[src/hdse_pkg.sv]
// package: types, constants and codes for the spectrum encoder
`default_nettype none
package hdse_pkg;
    localparam int MAX_WORDS  = 64;
    localparam int MAX_LEVELS = 64;
    localparam int ID_BINS    = 1024;
    localparam int WIX_W      = 6;
    localparam int LVL_W      = 6;
    localparam int BIN_W      = 10;
    localparam int CNT_W      = 7;
    localparam int QD_W       = 2;
    localparam int QDEPTH     = 4;

    localparam logic [1:0] CMD_LOAD_LEVEL = 2'd0;
    localparam logic [1:0] CMD_LOAD_ID    = 2'd1;
    localparam logic [1:0] CMD_PEAK       = 2'd2;
    localparam logic [1:0] CMD_FINISH     = 2'd3;

    localparam logic [1:0] CFG_LEVELS    = 2'd0;
    localparam logic [1:0] CFG_BIN_WIDTH = 2'd1;
    localparam logic [1:0] CFG_WORDS     = 2'd2;

    typedef struct packed {
        logic [1:0]         cmd;
        logic [9:0]         table_index;
        logic [5:0]         word_index;
        logic [31:0]        word_data;
        logic [31:0]        mz;
        logic signed [31:0] intensity;
    } t_in_item;

    typedef struct packed {
        logic [5:0]  out_index;
        logic [31:0] out_word;
        logic        last;
    } t_out_item;

    // classified job handed from front to back
    typedef struct packed {
        logic             finish;
        logic [LVL_W-1:0] lvl;
        logic [BIN_W-1:0] bin;
    } t_job;
endpackage
`default_nettype wire

[src/hdse_front.sv]
// front: accepts items, handles loads, quantizes peaks, queues jobs
`default_nettype none
module hdse_front (
    input  wire logic                  i_clk,
    input  wire logic                  i_rst_n,
    input  wire logic                  i_start,
    input  wire hdse_pkg::t_in_item    i_item,
    output logic                       o_busy,
    input  wire logic [5:0]            i_levels,
    input  wire logic [10:0]           i_bin_width,
    input  wire logic                  i_tables_busy,
    output logic                       o_lwe,
    output logic                       o_iwe,
    output logic [15:0]                o_waddr,
    output logic [31:0]                o_wdata,
    output logic                       o_job_valid,
    output hdse_pkg::t_job             o_job,
    input  wire logic                  i_job_full
);
    localparam logic [2:0] S_IDLE = 3'd0;
    localparam logic [2:0] S_MUL  = 3'd1;
    localparam logic [2:0] S_DIV  = 3'd2;
    localparam logic [2:0] S_PUSH = 3'd3;

    logic [2:0]  r_state, n_state;
    logic [31:0] r_mag;
    logic        r_neg;
    logic [37:0] r_prod;
    logic [15:0] r_quo, r_rem_src;
    logic [11:0] r_rem;
    logic [4:0]  r_cnt;
    logic [10:0] r_bw;
    logic        r_skip;
    logic [5:0]  r_lvl;
    logic        r_finish;

    logic        acc;
    logic [31:0] in_raw;
    logic [11:0] trial;
    logic [37:0] q;
    logic        is_load;
    logic        drop;

    assign in_raw  = i_item.intensity;
    assign is_load = (i_item.cmd == hdse_pkg::CMD_LOAD_LEVEL) ||
                     (i_item.cmd == hdse_pkg::CMD_LOAD_ID);
    assign acc     = i_start && !o_busy;
    // a load waits until no queued or walking peak can still read the tables
    assign o_busy  = (r_state != S_IDLE) || (i_tables_busy && is_load);
    assign q       = r_prod >> 16;
    assign trial   = {r_rem[10:0], r_rem_src[15]} ;
    assign drop    = r_skip || (!r_finish && r_quo[15:10] != 6'd0);

    always_comb begin
        o_lwe   = acc && i_item.cmd == hdse_pkg::CMD_LOAD_LEVEL && i_item.table_index < 10'd64;
        o_iwe   = acc && i_item.cmd == hdse_pkg::CMD_LOAD_ID;
        o_waddr = {i_item.table_index, i_item.word_index};
        o_wdata = i_item.word_data;
        o_job_valid = (r_state == S_PUSH) && !i_job_full && !drop;
        o_job.finish = r_finish;
        o_job.lvl    = r_lvl;
        o_job.bin    = r_quo[9:0];
    end

    always_comb begin
        n_state = r_state;
        case (r_state)
            S_IDLE: begin
                if (acc && i_item.cmd == hdse_pkg::CMD_PEAK) n_state = S_MUL;
                else if (acc && i_item.cmd == hdse_pkg::CMD_FINISH) n_state = S_PUSH;
            end
            S_MUL: n_state = S_DIV;
            S_DIV: if (r_cnt == 5'd15) n_state = S_PUSH;
            S_PUSH: if (!i_job_full || drop) n_state = S_IDLE;
            default: n_state = S_IDLE;
        endcase
    end

    always_ff @(posedge i_clk) begin
        if (!i_rst_n) begin
            r_state <= S_IDLE;
        end else begin
            r_state <= n_state;
        end
        case (r_state)
            S_IDLE: begin
                r_neg     <= in_raw[31];
                r_mag     <= in_raw[31] ? (~in_raw + 32'd1) : in_raw;
                r_rem_src <= i_item.mz[31:16];
                r_bw      <= (i_bin_width == 11'd0) ? 11'd1 : i_bin_width;
                r_rem     <= 12'd0;
                r_quo     <= 16'd0;
                r_cnt     <= 5'd0;
                r_skip    <= 1'b0;
                r_lvl     <= 6'd0;
                r_finish  <= (i_item.cmd == hdse_pkg::CMD_FINISH);
                r_prod    <= 38'd0;
            end
            S_MUL: begin
                r_prod <= 38'(r_mag * i_levels);
            end
            S_DIV: begin
                if (r_cnt == 5'd0) begin
                    if (r_neg && q != 38'd0) r_skip <= 1'b1;
                    r_lvl <= (q > 38'(i_levels)) ? i_levels : q[5:0];
                end
                if (trial >= {1'b0, r_bw}) begin
                    r_rem <= trial - {1'b0, r_bw};
                    r_quo <= {r_quo[14:0], 1'b1};
                end else begin
                    r_rem <= trial;
                    r_quo <= {r_quo[14:0], 1'b0};
                end
                r_rem_src <= {r_rem_src[14:0], 1'b0};
                r_cnt <= r_cnt + 5'd1;
            end
            default: ;
        endcase
    end
endmodule
`default_nettype wire

[config.mk]
export PLATFORM = sky130hd
export DESIGN_NAME = hdse_front
export DESIGN_NICKNAME = d
export VERILOG_FILES = /design/src/hdse_pkg.sv /design/src/hdse_front.sv
export SDC_FILE = /design/constraint.sdc
export NUM_CORES = 1
export LEC_CHECK = 0
export BUFFER_PORTS_ARGS = -buffer_cell sky130_fd_sc_hd__buf_2
export CORE_MARGIN = 3
export CORE_UTILIZATION = 36
export DETAILED_ROUTE_END_ITERATION = 16
export GPL_ROUTABILITY_DRIVEN = 1
export PLACE_DENSITY = 0.59
export SYNTH_ARGS = -nofsm -noshare
export SYNTH_HDL_FRONTEND = slang
export SYNTH_SLANG_ARGS = --single-unit
[constraint.sdc]
create_clock -name i_clk -period 14.6 [get_ports i_clk]
set_input_delay 2.19 -clock i_clk [delete_from_list [all_inputs] [get_ports i_clk]]
set_output_delay 2.19 -clock i_clk [all_outputs]
set_load 0.03 [all_outputs]
Word-level counts from Yosys, hierarchy flattened. Index checks and enable logic that the tools add are counted.

Input bits: 136. Flip-flop bits (word level): 141.

Multiply operators: 1. Bitwise gates (word level): 1. Multiplexer cells: 19. Equality and inequality tests: 12. Reduce and logical (&&, ||, !) cells: 31. Order comparisons: 3. Add/subtract/negate cells: 3.

Operator list (count): 38-bit one-hot mux with 2 select lines (1); 16-bit one-hot mux with 2 select lines (2); 32-bit by 6-bit multiplier with 38-bit output (1); 38-bit nonzero test (1); 32-bit by 1-bit adder with 32-bit output, second input constant (1); 32-bit NOT (1); 31-bit 2-to-1 mux (1); 22-bit by 6-bit > comparator with 1-bit output (1); 11-bit one-hot mux with 2 select lines (1); 12-bit by 11-bit greater-or-equal comparator with 1-bit output (1); 3-bit 2-to-1 mux (4); 6-bit 2-to-1 mux (2); 3-bit one-hot mux with 4 select lines (1); 6-bit one-hot mux with 2 select lines (1); 1-bit logical AND (11); 11-bit zero test (1); 11-bit 2-to-1 mux (1); 11-bit subtractor (1); 10-bit by 7-bit < comparator with 1-bit output, second input constant (1); 5-bit one-hot mux with 2 select lines (1); 3-bit by 2-bit == test with 1-bit output, second input constant (2); 2-bit != test, second input constant (3); 3-bit AND reduction (2); 6-bit nonzero test (1); other kinds (17) (27).

Depth between registers and ports, before layout.
Depth in word-level cells: 10. Depth in mapped cells: 16. Depth with buffers taken out: 14.

Worst setup path after synthesis. Ideal clock, no wire load.

Kind: input port to flip-flop. From: in i_levels[5]. To: reg r_prod[37] (data pin). Setup time: 263 ps. Stages on the path: 16. Data required time: 14337 ps. Path buffers: 2. Slack: 8416 ps. Arrival: 5921 ps. Cells stage by stage: clkbuf_1 and2_1 fa_1 fa_1 inv_1 fa_1 inv_1 ha_1 clkbuf_1 and4_1 and2_1 nor2b_1 a211o_1 a211o_1 a41oi_1 mux2i_1.

Cells in the longest elaborated chain, start to end: 2.

Ends and longest elaborated chain: start: declaration (line hdse_front.sv:9) `input wire logic [5:0] i_levels,`; 32-bit by 6-bit multiplier with 38-bit output (line hdse_front.sv:100) `r_prod <= 38'(r_mag * i_levels);`; 38-bit one-hot mux with 2 select lines (line hdse_front.sv:85) `case (r_state)`; end signal: assignment (line hdse_front.sv:100); end: declaration (line hdse_front.sv:28) `logic [37:0] r_prod;`.

No other way between the ends. A chain may end at the register's enable or synchronous reset.

Worst setup path in the final report.
From: in i_levels[5]. To: reg r_prod[32] (data pin).

The elaborated chain is that of the path after synthesis.

==> flow_metrics.env <==
export IMPL_setup_viol=0
export IMPL_cap_violations=0
export IMPL_tns_ns=0
export IMPL_worstSetupPathType="in2reg"
export IMPL_slew_headroom=0.310
export IMPL_synthFlopType="edfxtp_1"
export IMPL_fp_dieH_microns=194
export IMPL_syn_inst=1289
export IMPL_synth_seq_cells=124
export IMPL_clk_path_buf_depth=2
export IMPL_overflow=0
export IMPL_synth_largest_area_cell="edfxtp_1"
export IMPL_first_iter_violations=496
export IMPL_clk_pin_slew_worst_paths_ns=0.06
export IMPL_fillers=3408
export IMPL_finalMaxSlewViolations=0
export IMPL_cts_sinks=124
export IMPL_clock_latency_ns=0.42
export IMPL_timing_final_crit_period_ns=6.85
export IMPL_crit_arrival_ns=7.11
export IMPL_initial_core_util=0.366
export IMPL_syn_num_nets=1615
export IMPL_wl_per_cell_microns=15.6
export IMPL_holdBufCountCts=0
export IMPL_grt_usage=0.150
export IMPL_synth_cell_types=60
export IMPL_vias=8874
export IMPL_cts_tree="yes"
export IMPL_grt_setup_unrepaired="false"
export IMPL_die_area_sq_um=37600
export IMPL_antenna_found_initial=0
export IMPL_mappedNetlistArea_sq_um=12700
export IMPL_skew_ns=0.00870
export IMPL_holdWs_ns=0.547
export IMPL_hold_class="reg2reg"
export IMPL_finalHoldViolCount=0
export IMPL_reg2reg_slack_ns=9.59
export IMPL_nNetsFinal=1624
export IMPL_antenna_left=0
export IMPL_h_tree_depth=4
export IMPL_num_rows=68
export IMPL_num_antenna_cells=0
export IMPL_synth_most_common_cell="and2_1"
export IMPL_worstMarginPinSlew_ns=1.04
export IMPL_numPortBuffers=100
export IMPL_root_buffer="clkbuf_16"
export IMPL_worst_setup_path_end_kind="register"
export IMPL_grt_pass1_vias=9390
export IMPL_seq_area_frac_synth=0.291
export IMPL_netlist_top_cells_area="edfxtp_1, fa_1, and2_1"
export IMPL_cts_made_buffers=17
export IMPL_utilization=0.396
export IMPL_cp_start_kind="input port"
export IMPL_synth_top_area_share=0.288
export IMPL_hpwl_microns=20500
export IMPL_avgSynthCellArea_sq_um=9.86
export IMPL_async_flop_share=0
export IMPL_layout_drive_gt1_share=0.128
export IMPL_yosysWarningCount=0
export IMPL_synth_edf_count=122
export IMPL_synth_common_cells="and2_1, inv_1, edfxtp_1, fa_1, nand2_1"
export IMPL_cts_setup_buffers=0
export IMPL_final_cell_area_sq_um=13700
export IMPL_dr_pass1_iters=5
export IMPL_min_period_over_period=0.469
export IMPL_status="finished clean"
export IMPL_cp_required_ns=14.85
export IMPL_grt_max_degree=84
export IMPL_gp_congestion=0.837
export IMPL_die_x_microns=194
export IMPL_cts_resized=0
export IMPL_core_sq_um=34700
export IMPL_drc=0
export IMPL_area_delta_synth_final_pct=8.00
export IMPL_via_per_inst=5.02
export IMPL_ioPinCount=205
export IMPL_grt_pass1_wl_microns=46700
export IMPL_cp_max_fo=35
export IMPL_wl_microns=27600
export IMPL_dpl_cell_area_sq_um=13200
export IMPL_fmax_mhz=146
[critical path, stage by stage]
cell,delay (ns)
buf_2,0.55
nand2_1,0.18
fa_1,0.54
fa_1,0.55
inv_1,0.06
fa_1,0.47
ha_1,0.29
and3_1,0.17
a221oi_1,0.59
a21oi_1,0.19
o2111ai_1,0.44
nand2_1,0.24
a211oi_1,0.34
mux2i_1,0.27
[sequential cells by signal (all words and copies together), names as in the netlist]
| name | count |
|---|---|
| r_rem_src | 16 |
| r_neg | 1 |
| r_cnt | 5 |
| r_rem | 11 |
| r_mag | 32 |
| r_lvl | 6 |
| r_bw | 11 |
| r_skip | 1 |
| r_prod | 22 |
| r_finish | 1 |
| r_state | 2 |
| r_quo | 16 |
[per-layer routing]
metal,GRT usage,up-vias,share of wire
li1,-,4288,-
met1,0.196,4321,0.46
met2,0.253,228,0.48
met3,0.0321,37,0.052
met4,0.0439,0,0.013
met5,0,-,0
[path summary, 6_finish.rpt]
check,startpoint,end,cells past startpoint
max,i_levels[5],r_prod[32]$_SDFFCE_PN0P_,14
min,r_rem_src[1]$_DFFE_PP_,r_rem_src[2]$_DFFE_PP_,1
max reg2reg,r_mag[1]$_DFFE_PP_,r_prod[32]$_SDFFCE_PN0P_,12
min reg2reg,r_rem_src[1]$_DFFE_PP_,r_rem_src[2]$_DFFE_PP_,1
[area by class of cell]
| type | count | area (sq um) | area share |
|---|---|---|---|
| clock buffers | 20 | 447 | 0.0325 |
| clock inverters | 12 | 115 | 0.00838 |
| inverters | 163 | 612 | 0.0446 |
| multi-input cells | 888 | 7750 | 0.565 |
| flip-flops and latches | 124 | 3700 | 0.270 |
| well taps | 455 | 569 | 0.0415 |
| repair buffers | 104 | 531 | 0.0386 |
[placed cells by master, fill, tap and decap left out, types with 11 or more instances in the layout]
cell / Yosys / routed
and2_1: 210 / 210
inv_1: 162 / 161
edfxtp_1: 122 / 122
fa_1: 121 / 121
buf_2: 0 / 100
nand2_1: 77 / 77
ha_1: 69 / 67
xnor2_1: 40 / 40
a21oi_1: 38 / 38
nor2_1: 33 / 33
o21ai_0: 30 / 30
nand3_1: 22 / 22
nor3_1: 20 / 20
mux2i_1: 19 / 19
clkbuf_16: 0 / 17
nand2b_1: 16 / 16
mux2_2: 15 / 15
nor4_1: 12 / 12
or4_1: 11 / 11
nand4_1: 11 / 11
nor2b_1: 11 / 11
a21o_1: 11 / 11
[per-stage QoR]
stage	cells	worst slack (ns)
2_1_floorplan	1289	8.42
3_3_place_gp	1734	7.36
3_5_place_dp	1734	7.32
4_1_cts	1766	7.76
5_1_grt	1766	7.50
6_report	1766	7.75
[cell families (layout without fill, tap and decap cells)]
group,Yosys count,count (layout),share of synthesized area
simple gates,460,460,0.208
xor+xnor,43,43,0.0296
compound gates,161,161,0.0849
flops,124,124,0.291
mux,34,34,0.0282
buf+inv,277,299,0.0992
fa+ha+maj,190,190,0.258
Power is not shown: default switching activity piles up to over one toggle a cycle in this logic, so the estimate is an artifact.
