**src/hdse_pkg.sv**
```systemverilog
// package: types, constants and codes for the spectrum encoder
`default_nettype none
package hdse_pkg;
    localparam int MAX_WORDS  = 64;
    localparam int MAX_LEVELS = 64;
    localparam int ID_BINS    = 1024;
    localparam int WIX_W      = 6;
    localparam int LVL_W      = 6;
    localparam int BIN_W      = 10;
    localparam int CNT_W      = 7;
    localparam int QD_W       = 2;
    localparam int QDEPTH     = 4;

    localparam logic [1:0] CMD_LOAD_LEVEL = 2'd0;
    localparam logic [1:0] CMD_LOAD_ID    = 2'd1;
    localparam logic [1:0] CMD_PEAK       = 2'd2;
    localparam logic [1:0] CMD_FINISH     = 2'd3;

    localparam logic [1:0] CFG_LEVELS    = 2'd0;
    localparam logic [1:0] CFG_BIN_WIDTH = 2'd1;
    localparam logic [1:0] CFG_WORDS     = 2'd2;

    typedef struct packed {
        logic [1:0]         cmd;
        logic [9:0]         table_index;
        logic [5:0]         word_index;
        logic [31:0]        word_data;
        logic [31:0]        mz;
        logic signed [31:0] intensity;
    } t_in_item;

    typedef struct packed {
        logic [5:0]  out_index;
        logic [31:0] out_word;
        logic        last;
    } t_out_item;

    // classified job handed from front to back
    typedef struct packed {
        logic             finish;
        logic [LVL_W-1:0] lvl;
        logic [BIN_W-1:0] bin;
    } t_job;
endpackage
`default_nettype wire

```
**src/hdse_queue.sv**
```systemverilog
// small job queue between front and back
`default_nettype none
module hdse_queue (
    input  wire logic           i_clk,
    input  wire logic           i_rst_n,
    input  wire logic           i_push,
    input  wire hdse_pkg::t_job i_data,
    output logic                o_full,
    input  wire logic           i_pop,
    output logic                o_empty,
    output hdse_pkg::t_job      o_data
);
    hdse_pkg::t_job r_mem [hdse_pkg::QDEPTH];
    logic [hdse_pkg::QD_W-1:0] r_wp, r_rp;
    logic [hdse_pkg::QD_W:0]   r_cnt;

    assign o_full  = (r_cnt == 3'(hdse_pkg::QDEPTH));
    assign o_empty = (r_cnt == 3'd0);
    assign o_data  = r_mem[r_rp];

    always_ff @(posedge i_clk) begin
        if (!i_rst_n) begin
            r_wp <= '0;
            r_rp <= '0;
            r_cnt <= '0;
        end else begin
            if (i_push) r_wp <= r_wp + 2'd1;
            if (i_pop) r_rp <= r_rp + 2'd1;
            r_cnt <= r_cnt + 3'(i_push) - 3'(i_pop);
        end
        if (i_push) r_mem[r_wp] <= i_data;
    end
endmodule
`default_nettype wire

```
**config.mk**
```make
export PLATFORM = sky130hd
export DESIGN_NAME = hdse_queue
export DESIGN_NICKNAME = d
export VERILOG_FILES = /design/src/hdse_pkg.sv /design/src/hdse_queue.sv
export SDC_FILE = /design/constraint.sdc
export NUM_CORES = 1
export LEC_CHECK = 0
export BUFFER_PORTS_ARGS = -buffer_cell sky130_fd_sc_hd__buf_2
export CAP_MARGIN = 10
export CORE_MARGIN = 8
export CORE_UTILIZATION = 56
export DETAILED_ROUTE_END_ITERATION = 10
export GPL_ROUTABILITY_DRIVEN = 0
export PLACE_DENSITY = 0.78
export SLEW_MARGIN = 15
export SYNTH_ARGS = -nofsm -noshare
export SYNTH_HDL_FRONTEND = slang
export SYNTH_SLANG_ARGS = --single-unit
```
**constraint.sdc**
```tcl
create_clock -name i_clk -period 2.07 [get_ports i_clk]
set_input_delay 0.207 -clock i_clk [delete_from_list [all_inputs] [get_ports i_clk]]
set_output_delay 0.207 -clock i_clk [all_outputs]
set_load 0.05 [all_outputs]
```
# Word level (Yosys, flattened, before mapping)
# Memory sizes are Yosys's and may differ from the RTL's. A register that Yosys moved wholly into a read port is not among the register bits.
# Index checks and enable logic that the tools add are counted.
# totals
in_bits,21
ff_bits,7
ramBits,68
elab_cells,14
out_inout_bits,19
n_memories,1
# op_classes
n_reduce_logical,1
n_addsub,4
eq_ne,1
muxes,4
# memory_table
memory,depth,width,read_ports,rd_clocked_by_memory_dff,wr,line,rtl
r_mem,4,17,1,1,1,hdse_queue.sv:13,hdse_pkg::t_job r_mem [hdse_pkg::QDEPTH];
# op_table
op,count
"2-bit by 1-bit adder with 2-bit output, second input constant",2
2-bit 2-to-1 mux,2
3-bit by 1-bit adder with 3-bit output,1
"3-bit equality test, second input constant",1
3-bit zero test,1
3-bit by 1-bit subtractor with 3-bit output,1
1-bit 2-to-1 mux,2

# Depth between registers and ports, before layout
# Gate-level depths: netlist of run 1.
# depth
depth_word,3
mapped_depth,7
depth_no_buf,7

# Least setup slack after synthesis of run 1
# Ideal clock, no wire load.
# synth_timing
path_type,reg-to-output
from,register r_cnt[1] (netlist bit)
to,output port o_empty
slack_ns,0.466
t_required_ns,1.863
arrival_ns,1.397
path_stages_with_launch,2
path_buffers,0
cell_sequence,dfxtp_1 > nor3_1
# synth_between
elab_chain_len,1
# synth_rtl
item,line,rtl
start: declaration,hdse_queue.sv:15,logic [hdse_pkg::QD_W:0] r_cnt;
start signal: assignment,hdse_queue.sv:29,r_cnt <= r_cnt + 3'(i_push) - 3'(i_pop);
3-bit zero test,hdse_queue.sv:18,assign o_empty = (r_cnt == 3'd0);
end: declaration,hdse_queue.sv:10,"output logic o_empty,"
# No other way between the ends.

==> results, run 1 <==
- The flow ran to the end, and the final reports show no timing, DRC or antenna violations.
- The deepest clock path buffer count is 2.
- Clock tree synthesis selected as its root buffer the cell clkbuf_8.
- The number of max-slew violations in the final report came to 0.
- The proportion of synthesized area in mux cells is 14.28%.
- The worst voltage drop across the vdd grid is 0.0007224 V.
- The net count of the finished layout is 212.
- The number of hold-slack violations in the final timing report is 0.
- The via density per instance is 5.328.
- After synthesis, the cell types taking the most area are edfxtp_1 70%, mux4_2 7.7%, mux4_1 6.3%.
- The HPWL after detailed placement is 3292 um.
- The via count is 1380.
- The number of global-route vias before repair is 1514.
- 0 antenna diodes ended up in the layout.
- The number of placement rows is 26.
- Measured against its own limit, the worst slew margin works out to 42.95%.
- The critical path class is register to output port.
- Entering global routing, the biggest net connects 18 pins.
- After synthesis the netlist holds a flip-flop and latch count of 77.
- The number of antenna violations at the first check in global routing is 0.
- The beginning of the worst register-to-register path is r_wp[0].
- The total wire length is 4892 um.
- From bottom edge to top edge, the die measures 88.40 um.
- The post-route DRC violation count is 0.
- In this run the biggest area consumer among cell types represents 69.57% of the synthesized area.
- The first TritonRoute pass finished after 4 iterations.
- The count of fill cells added during filler insertion is 345.
- The achievable frequency is 526.1 MHz.
- The multi-input combinational cells in the finished layout cover a total of 645.6 um2.
- The area share of and/or/nand/nor cells after synthesis is 2.558%.
- Of all cell types, the one taking the most synthesized area is edfxtp_1.
- 40 I/O pins were placed.
- Following the worst setup path forward leads to its endpoint at o_data[6].
- The count of placed standard cells including taps is 243.
- The utilization after layout is 67.73%.
- The number of violations reported at the end of detailed-routing iteration 0 is 57.
- The final cycle utilization of the critical path is 91.83%.
- The horizontal extent of the die is 88.40 um.
- The arithmetic-cell share of the synthesized area counting full adders, half adders and majority gates is 3.240%.
- The worst path needs 1.901 ns of the cycle, external delays included.
- For this run, the number of Yosys warnings is 0.
- The clock drives 77 sinks.
- The power density over cell area is 1052 nW/um2.
- Across all register-to-register paths, the minimum setup slack is 0.39 ns.
- The startpoint type of the worst setup path is a register.
- The worst register-to-register path ends at r_mem[0][13].
- The first global-routing pass estimated 7672 um of wire.
- The cell area after technology mapping is 2935 um2.
- For the worst setup path, the data required time is 1.86 ns.
- The clock transition at the register clock pins on the worst setup and hold paths after CTS is 0.07 ns.
- Setup repair after global routing left no endpoint under its margin.
- Once the floorplan was initialized, standard cells occupied 57.84% of the core.
- Port buffering added 39 buffers.
- Once detail routing completed, the nets flagged for antenna violations numbered 0.
- The TritonCTS buffer count is 9.
- The clock tree from TritonCTS is yes.
- The die area is 7815 um2.
- The largest fanout on the critical path is 10.
- The later pin in the worst-skew pair is clocked with a latency of 0.33 ns.
- The transition time at the pin with the least slew margin is 0.8558 ns.
- The synthesized netlist devotes 1.407% of its cell area to XOR and XNOR gates.
- For the worst flop-to-flop path, the logic depth is 3.
- The floorplan step defined a core boundary enclosing 5075 um2.
- The gate count of the mapped netlist is 132.
- The number of nets handed over by synthesis was 160.
- The H-tree was split into 3 levels.
- The ratio of cells with drive above 1 in the final layout is 37.04%.
- Across the run, the number of max-cap violations was 0.
- Adding up every negative setup slack in the final design gives 0 ns.
- For this run the aggregate overflow at the end of global routing stands at 0.
- The critical path data arrival time is 1.69 ns.
- In the global route stage, overall resource usage came out at 13.80%.
- The final non-filler cell total is 259.
- Hold repair after CTS inserted 0 buffers.
- The final setup violation count is 0.
- After synthesis, the largest family of logic cells by area is multiplexers.
- The total area of sequential cells is 2222 um2.
- The area growth from synthesis to final layout is 17.09%.
- The leakage dissipation is 1.253 nW.
- The fraction of the yosys area taken by sequential cells is 75.70%.
- The category of the worst setup path capture point is an output port.
- The clock skew is 0.004138 ns.
- After clock tree synthesis, the setup repair step added 0 buffers.
- The total of cells resized after clock tree synthesis is 0.
- Counting distinct cell types in the post-synthesis netlist gives 20.
- Summing the areas of all compound-gate instances in the mapped netlist gives 0.5115% of the synthesized area.
- The wire length per cell after detailed routing is 18.89 um.
- The path class of the tightest hold or removal check is input pin to register.
- The average cell area after synthesis is 22.24 um2.
[worst min-delay path by stage]
stage | start | to | slack (ns) | cells after the start
final | i_data[8] | r_mem[0][8] | 0.09 | 1
after global routing | i_data[4] | r_mem[3][4] | 0.07 | 1
after CTS | i_data[8] | r_mem[1][8] | 0.07 | 1
after detailed placement | i_data[8] | r_mem[0][8] | 0.43 | 1
after global placement | i_data[4] | r_mem[1][4] | 0.42 | 1
after floorplan | i_data[0] | r_mem[0][0] | 0.31 | 0
[cells by family after synthesis]
kind of cell               count (synthesis)
xor gates and xnor gates                   3
adders and majority gates                  7
buffers and inverters                     11
and+or+nand+nor                           14
muxes                                     18
DFF                                       77
AOI/OAI and AO/OA                          2
[routing by layer]
metal  GRT usage (%)  routed length [um]
met5               0                   0
met4           6.912                  60
met3           4.457                 277
met1           15.64                1962
met2           22.95                2592
[critical path, cell delays in order, from the launching register on]
cell	delay, ns
dfxtp_1	0.33
buf_4	0.25
mux4_2	0.55
buf_2	0.23
[state kept, by name, indices dropped and copies added (netlist names), named ones only]
signal / flops
r_mem: 68
r_cnt: 3
r_rp: 2
r_wp: 2
[Yosys cell counts]
library cell  number
buf_12             1
buf_2              2
xor3_1             1
nand3b_1           1
edfxtp_1          68
a21oi_1            1
mux2i_1            1
a21bo_2            1
mux4_2            10
inv_1              7
and3_1             1
and2_1             6
dfxtp_1            9
nor2_1             5
xnor2_1            2
nor3_1             1
mux4_1             7
ha_1               6
buf_6              1
fa_1               1
[power breakdown]
part | leakage, nW | internal [mW] | total [mW] | switching [mW]
Combinational | 0.443 | 0.202 | 0.594 | 0.392
Clock | 0.111 | 0.704 | 1.21 | 0.502
Sequential | 0.699 | 1.78 | 1.82 | 0.0328
[final cells by class]
cell class / count / area share [%]
inverters: 7 / 0.7645
well taps: 70 / 2.548
clock buffers: 11 / 4.114
flip-flops and latches: 77 / 64.65
multi-input cells: 44 / 18.78
repair buffers: 45 / 6.989
clock inverters: 5 / 2.148
[stage by stage]
step | cell area (um2) | hold slack (ns) | setup WS, ns | power (mW)
after floorplan | 2935 | 0.3059 | 0.4655 | 2.304
after global placement | 3222 | 0.4197 | 0.4609 | 2.426
after detailed placement | 3222 | 0.4290 | 0.3785 | 2.453
after CTS | 3437 | 0.07309 | 0.1454 | 3.641
after global routing | 3437 | 0.07072 | 0.07774 | 3.752
final | 3437 | 0.08509 | 0.1691 | 3.616
[cells in the final DEF (no fill, tap or decap), drive strengths merged]
cell type,synthesis,final
edfxtp,68,68
buf,4,45
mux4,17,17
clkbuf,0,11
dfxtp,9,9
inv,7,7
and2,6,6
ha,6,6
nor2,5,5
clkinv,0,3
xnor2,2,2
bufinv,0,2
nor3,1,1
and3,1,1
a21bo,1,1
nand3b,1,1
a21oi,1,1
mux2i,1,1
xor3,1,1
fa,1,1
(Power assumes the default switching activity.)
==> run 2: changes to the inputs <==
--- a/config.mk
+++ b/config.mk
@@ -5,11 +5,11 @@
 export SDC_FILE = /design/constraint.sdc
 export NUM_CORES = 1
 export LEC_CHECK = 0
-export BUFFER_PORTS_ARGS = -buffer_cell sky130_fd_sc_hd__buf_2
 export CAP_MARGIN = 10
 export CORE_MARGIN = 8
-export CORE_UTILIZATION = 56
+export CORE_UTILIZATION = 62
 export DETAILED_ROUTE_END_ITERATION = 10
+export DONT_BUFFER_PORTS = 1
 export GPL_ROUTABILITY_DRIVEN = 0
 export PLACE_DENSITY = 0.78
 export SLEW_MARGIN = 15
==> run 2 against run 1 <==
Critical path depth did not move. Count of clock-buffer cells in the layout fell by 2. Utilization rose by 7.0 points. First-iteration DRC count rose by 84%. Global-route usage rose by 0.16 points. Via count fell by 3.8%. Clock power fell by 7%. Non-clock buffer count fell by 14. Setup slack improved by 0.029 ns. Largest cell class unchanged. Maximum frequency rose by 1.5%. Register-to-register slack barely moved. Cell count fell by 12%.
==> results, run 2 (synthesis results as in run 1) <==
- The critical path is of the register to output port type.
- The startpoint identified for the worst hold timing path is i_push.
- The routed design has 4621 um of wire.
- The utilization after layout is 74.70%.
- The clock passes through at most 2 buffers.
- The worst path setup slack after routing is 0.1979 ns.
- The largest registers in the layout are r_mem (68), r_cnt (3).
- The destination of the worst register-to-register timing path is r_mem[2][15].
- The top cell types in the final layout, fill and taps aside, are 68 x edfxtp_1, 19 x dlygate4sd3_1, 11 x buf_4.
- Setup total negative slack on the finished layout was measured at 0 ns.
- The count of placed standard cells including taps is 194.
- The number of placement rows is 25.
- The total of cells resized after clock tree synthesis is 0.
- The number of clock buffers added by TritonCTS is 9.
- The number of max-slew violations in the final report is 0.
- Ranked by flip-flop count, first place goes to r_mem.
- The horizontal extent of the die is 84.81 um.
- The share of total power dissipated in the clock network is 31.9%.
- The most frequent standard cell in the layout excluding fill and tap cells is edfxtp_1.
- The register with the most flip-flops in the layout has 68 of them.
- Power spread over the standard cell area amounts to 1024 nW/um2.
- The logic depth of the worst register-to-register path is 3.
- In the routed layout, each cell is associated on average with a via count of 5.795.
- The later pin in the worst-skew pair is clocked with a latency of 0.34 ns.
- The level count of the clock H-tree is 3.
- Setup repair after global routing left no endpoint under its margin.
- The count of fill cells added during filler insertion is 264.
- The final design instance area without fill is 3458 um2.
- The routed design could run at a clock period as short as 1.872 ns.
- The worst slew margin relative to its limit is 42.13%.
- The path with the worst hold slack has its endpoint at r_wp[1].
- The number of antenna violations at the first check in global routing is 0.
- The worst voltage drop across the vdd grid is 0.0005998 V.
- Clock skew on the completed layout was measured at 0.007318 ns.
- In this run the standard cell core region covers 4629 um2.
- The total overflow left after global routing is 0.
- The count of nets left with antenna violations after detail routing is 0.
- In the final layout, the share of cells above drive strength 1 is 22.29%.
- The total clock sinks is 77.
- The tightest hold margin is 0.03111 ns.
- Post-CTS timing repair inserted 0 buffers for setup.
- For this run, design rule violations remaining after detail routing come to 0.
- The number of cells on the worst hold path is 2.
- Entering global routing, the biggest net connects 18 pins.
- The largest fanout on the critical path is 17.
- Relative to the synthesized area, the layout overhead comes to 17.82%.
- The number of hold-slack violations in the final timing report is 0.
- The worst setup path is launched from a register.
- The net load switching power is 0.9750 mW.
- The flow ran to the end, and the final reports show no timing, DRC or antenna violations.
- Measured along the y axis, the die boundary spans 84.81 um.
- Once layout is complete, the cells apart from fillers number 229.
- The max-cap check violation count is 0.
- Setup violations remaining at the end of the flow were counted as 0.
- The signal on the critical path passes through buf_12 -> mux4_1 -> buf_4.
- The overall power consumption is 3.542 mW.
- At the worst endpoint, the arrival time is 1.67 ns.
- The net count of the finished layout is 198.
- The die covers 7192 um2.
- The placed instances occupy a cell area of 3064 um2.
- The first global-routing pass estimated 7307 um of wire.
- The largest single stage delay on the critical path is 0.57 ns.
- Combinational logic is responsible for 16.8% of the overall power.
- The fraction of power spent switching nets is 27.53%.
- The root buffer cell is clkbuf_8.
- Cell internal power was estimated by the tool at 2.567 mW.
- After legalization and detailed placement, the total HPWL measured 2920 um.
- The wire length per cell after detailed routing is 20.18 um.
- TritonCTS built the clock tree.
- The transition time at the pin with the least slew margin is 0.8680 ns.
- The total track usage is 13.96%.
- Summed over all cells, the static leakage comes to 1.195 nW.
- The category of the worst setup path capture point is an output port.
- The sequential cell fraction of total power is 51.3%.
- For this block, the initial DRC count from the detailed router was 105.
- The clock transition at the register clock pins on the worst setup and hold paths after CTS is 0.08 ns.
- The initial core utilization is 63.41%.
- The count of antenna diodes in the layout is 0.
- The number of global-route vias before repair is 1437.
- For this design, the slowest cell found on the critical path is mux4_1.
- The port buffer count is 0.
- The worst register-to-register path has a setup slack of 0.40 ns.
- The beginning of the worst register-to-register path is r_wp[0].
- The count of TritonRoute iterations in the first routing pass is 4.
- Derived from the worst setup path, the maximum achievable clock frequency is 534.2 MHz.
- 40 I/O pins were placed.
- The class of the tightest hold or removal check is input pin to register.
- The via count is 1327.
- The worst path uses 90.44% of the clock period.
- The worst-case setup slack after placement is 0.3941 ns.
- The data required time at the worst endpoint is 1.86 ns.
-- run 2: final cells by class --
cell class / instances / area [um2] / share of cell area [%]
repair buffers: 31 / 292.8 / 8.466
well taps: 54 / 67.56 / 1.954
inverters: 7 / 26.28 / 0.7598
clock inverters: 7 / 80.08 / 2.315
flip-flops and latches: 77 / 2222 / 64.25
multi-input cells: 44 / 645.6 / 18.67
clock buffers: 9 / 123.9 / 3.582
-- run 2: power groups by stage --
stage	combinational [mW]	sequential [mW]	clock [mW]
global route	0.632	1.83	1.21
finish	0.594	1.82	1.13
CTS	0.605	1.82	1.15
floorplan	0.463	1.84	0
detailed placement	0.562	1.85	0
global placement	0.547	1.85	0
-- run 2: worst max-delay path by stage --
stage	start	to	slack, ns	cells past startpoint
3_3_place_gp	r_wp[0]	r_mem[2][7]	0.47	3
4_1_cts	register	o_data[2]	0.16	3
5_1_grt	register	o_data[1]	0.12	3
6_report	register	o_data[2]	0.20	3
2_1_floorplan	r_cnt[1]	o_empty	0.47	1
3_5_place_dp	r_wp[0]	r_mem[2][6]	0.39	3
-- run 2: critical path: cells and delay by family, from the launching register on --
family	cells	cell delay, ns
mux	1	0.57
buf+inv	2	0.39
flops	1	0.36
-- run 2: per-layer routing --
metal / track usage, % / share of wire (%)
met1: 16.37 / 42
met2: 21.90 / 50
met3: 5.073 / 6.2
met4: 7.605 / 2.4
met5: 0 / 0
-- run 2: timing repair --
action,4_1_cts,5_1_grt
hold buffers,19,0
endpoints found under the hold margin,71,0
setup endpoints to repair,0,0
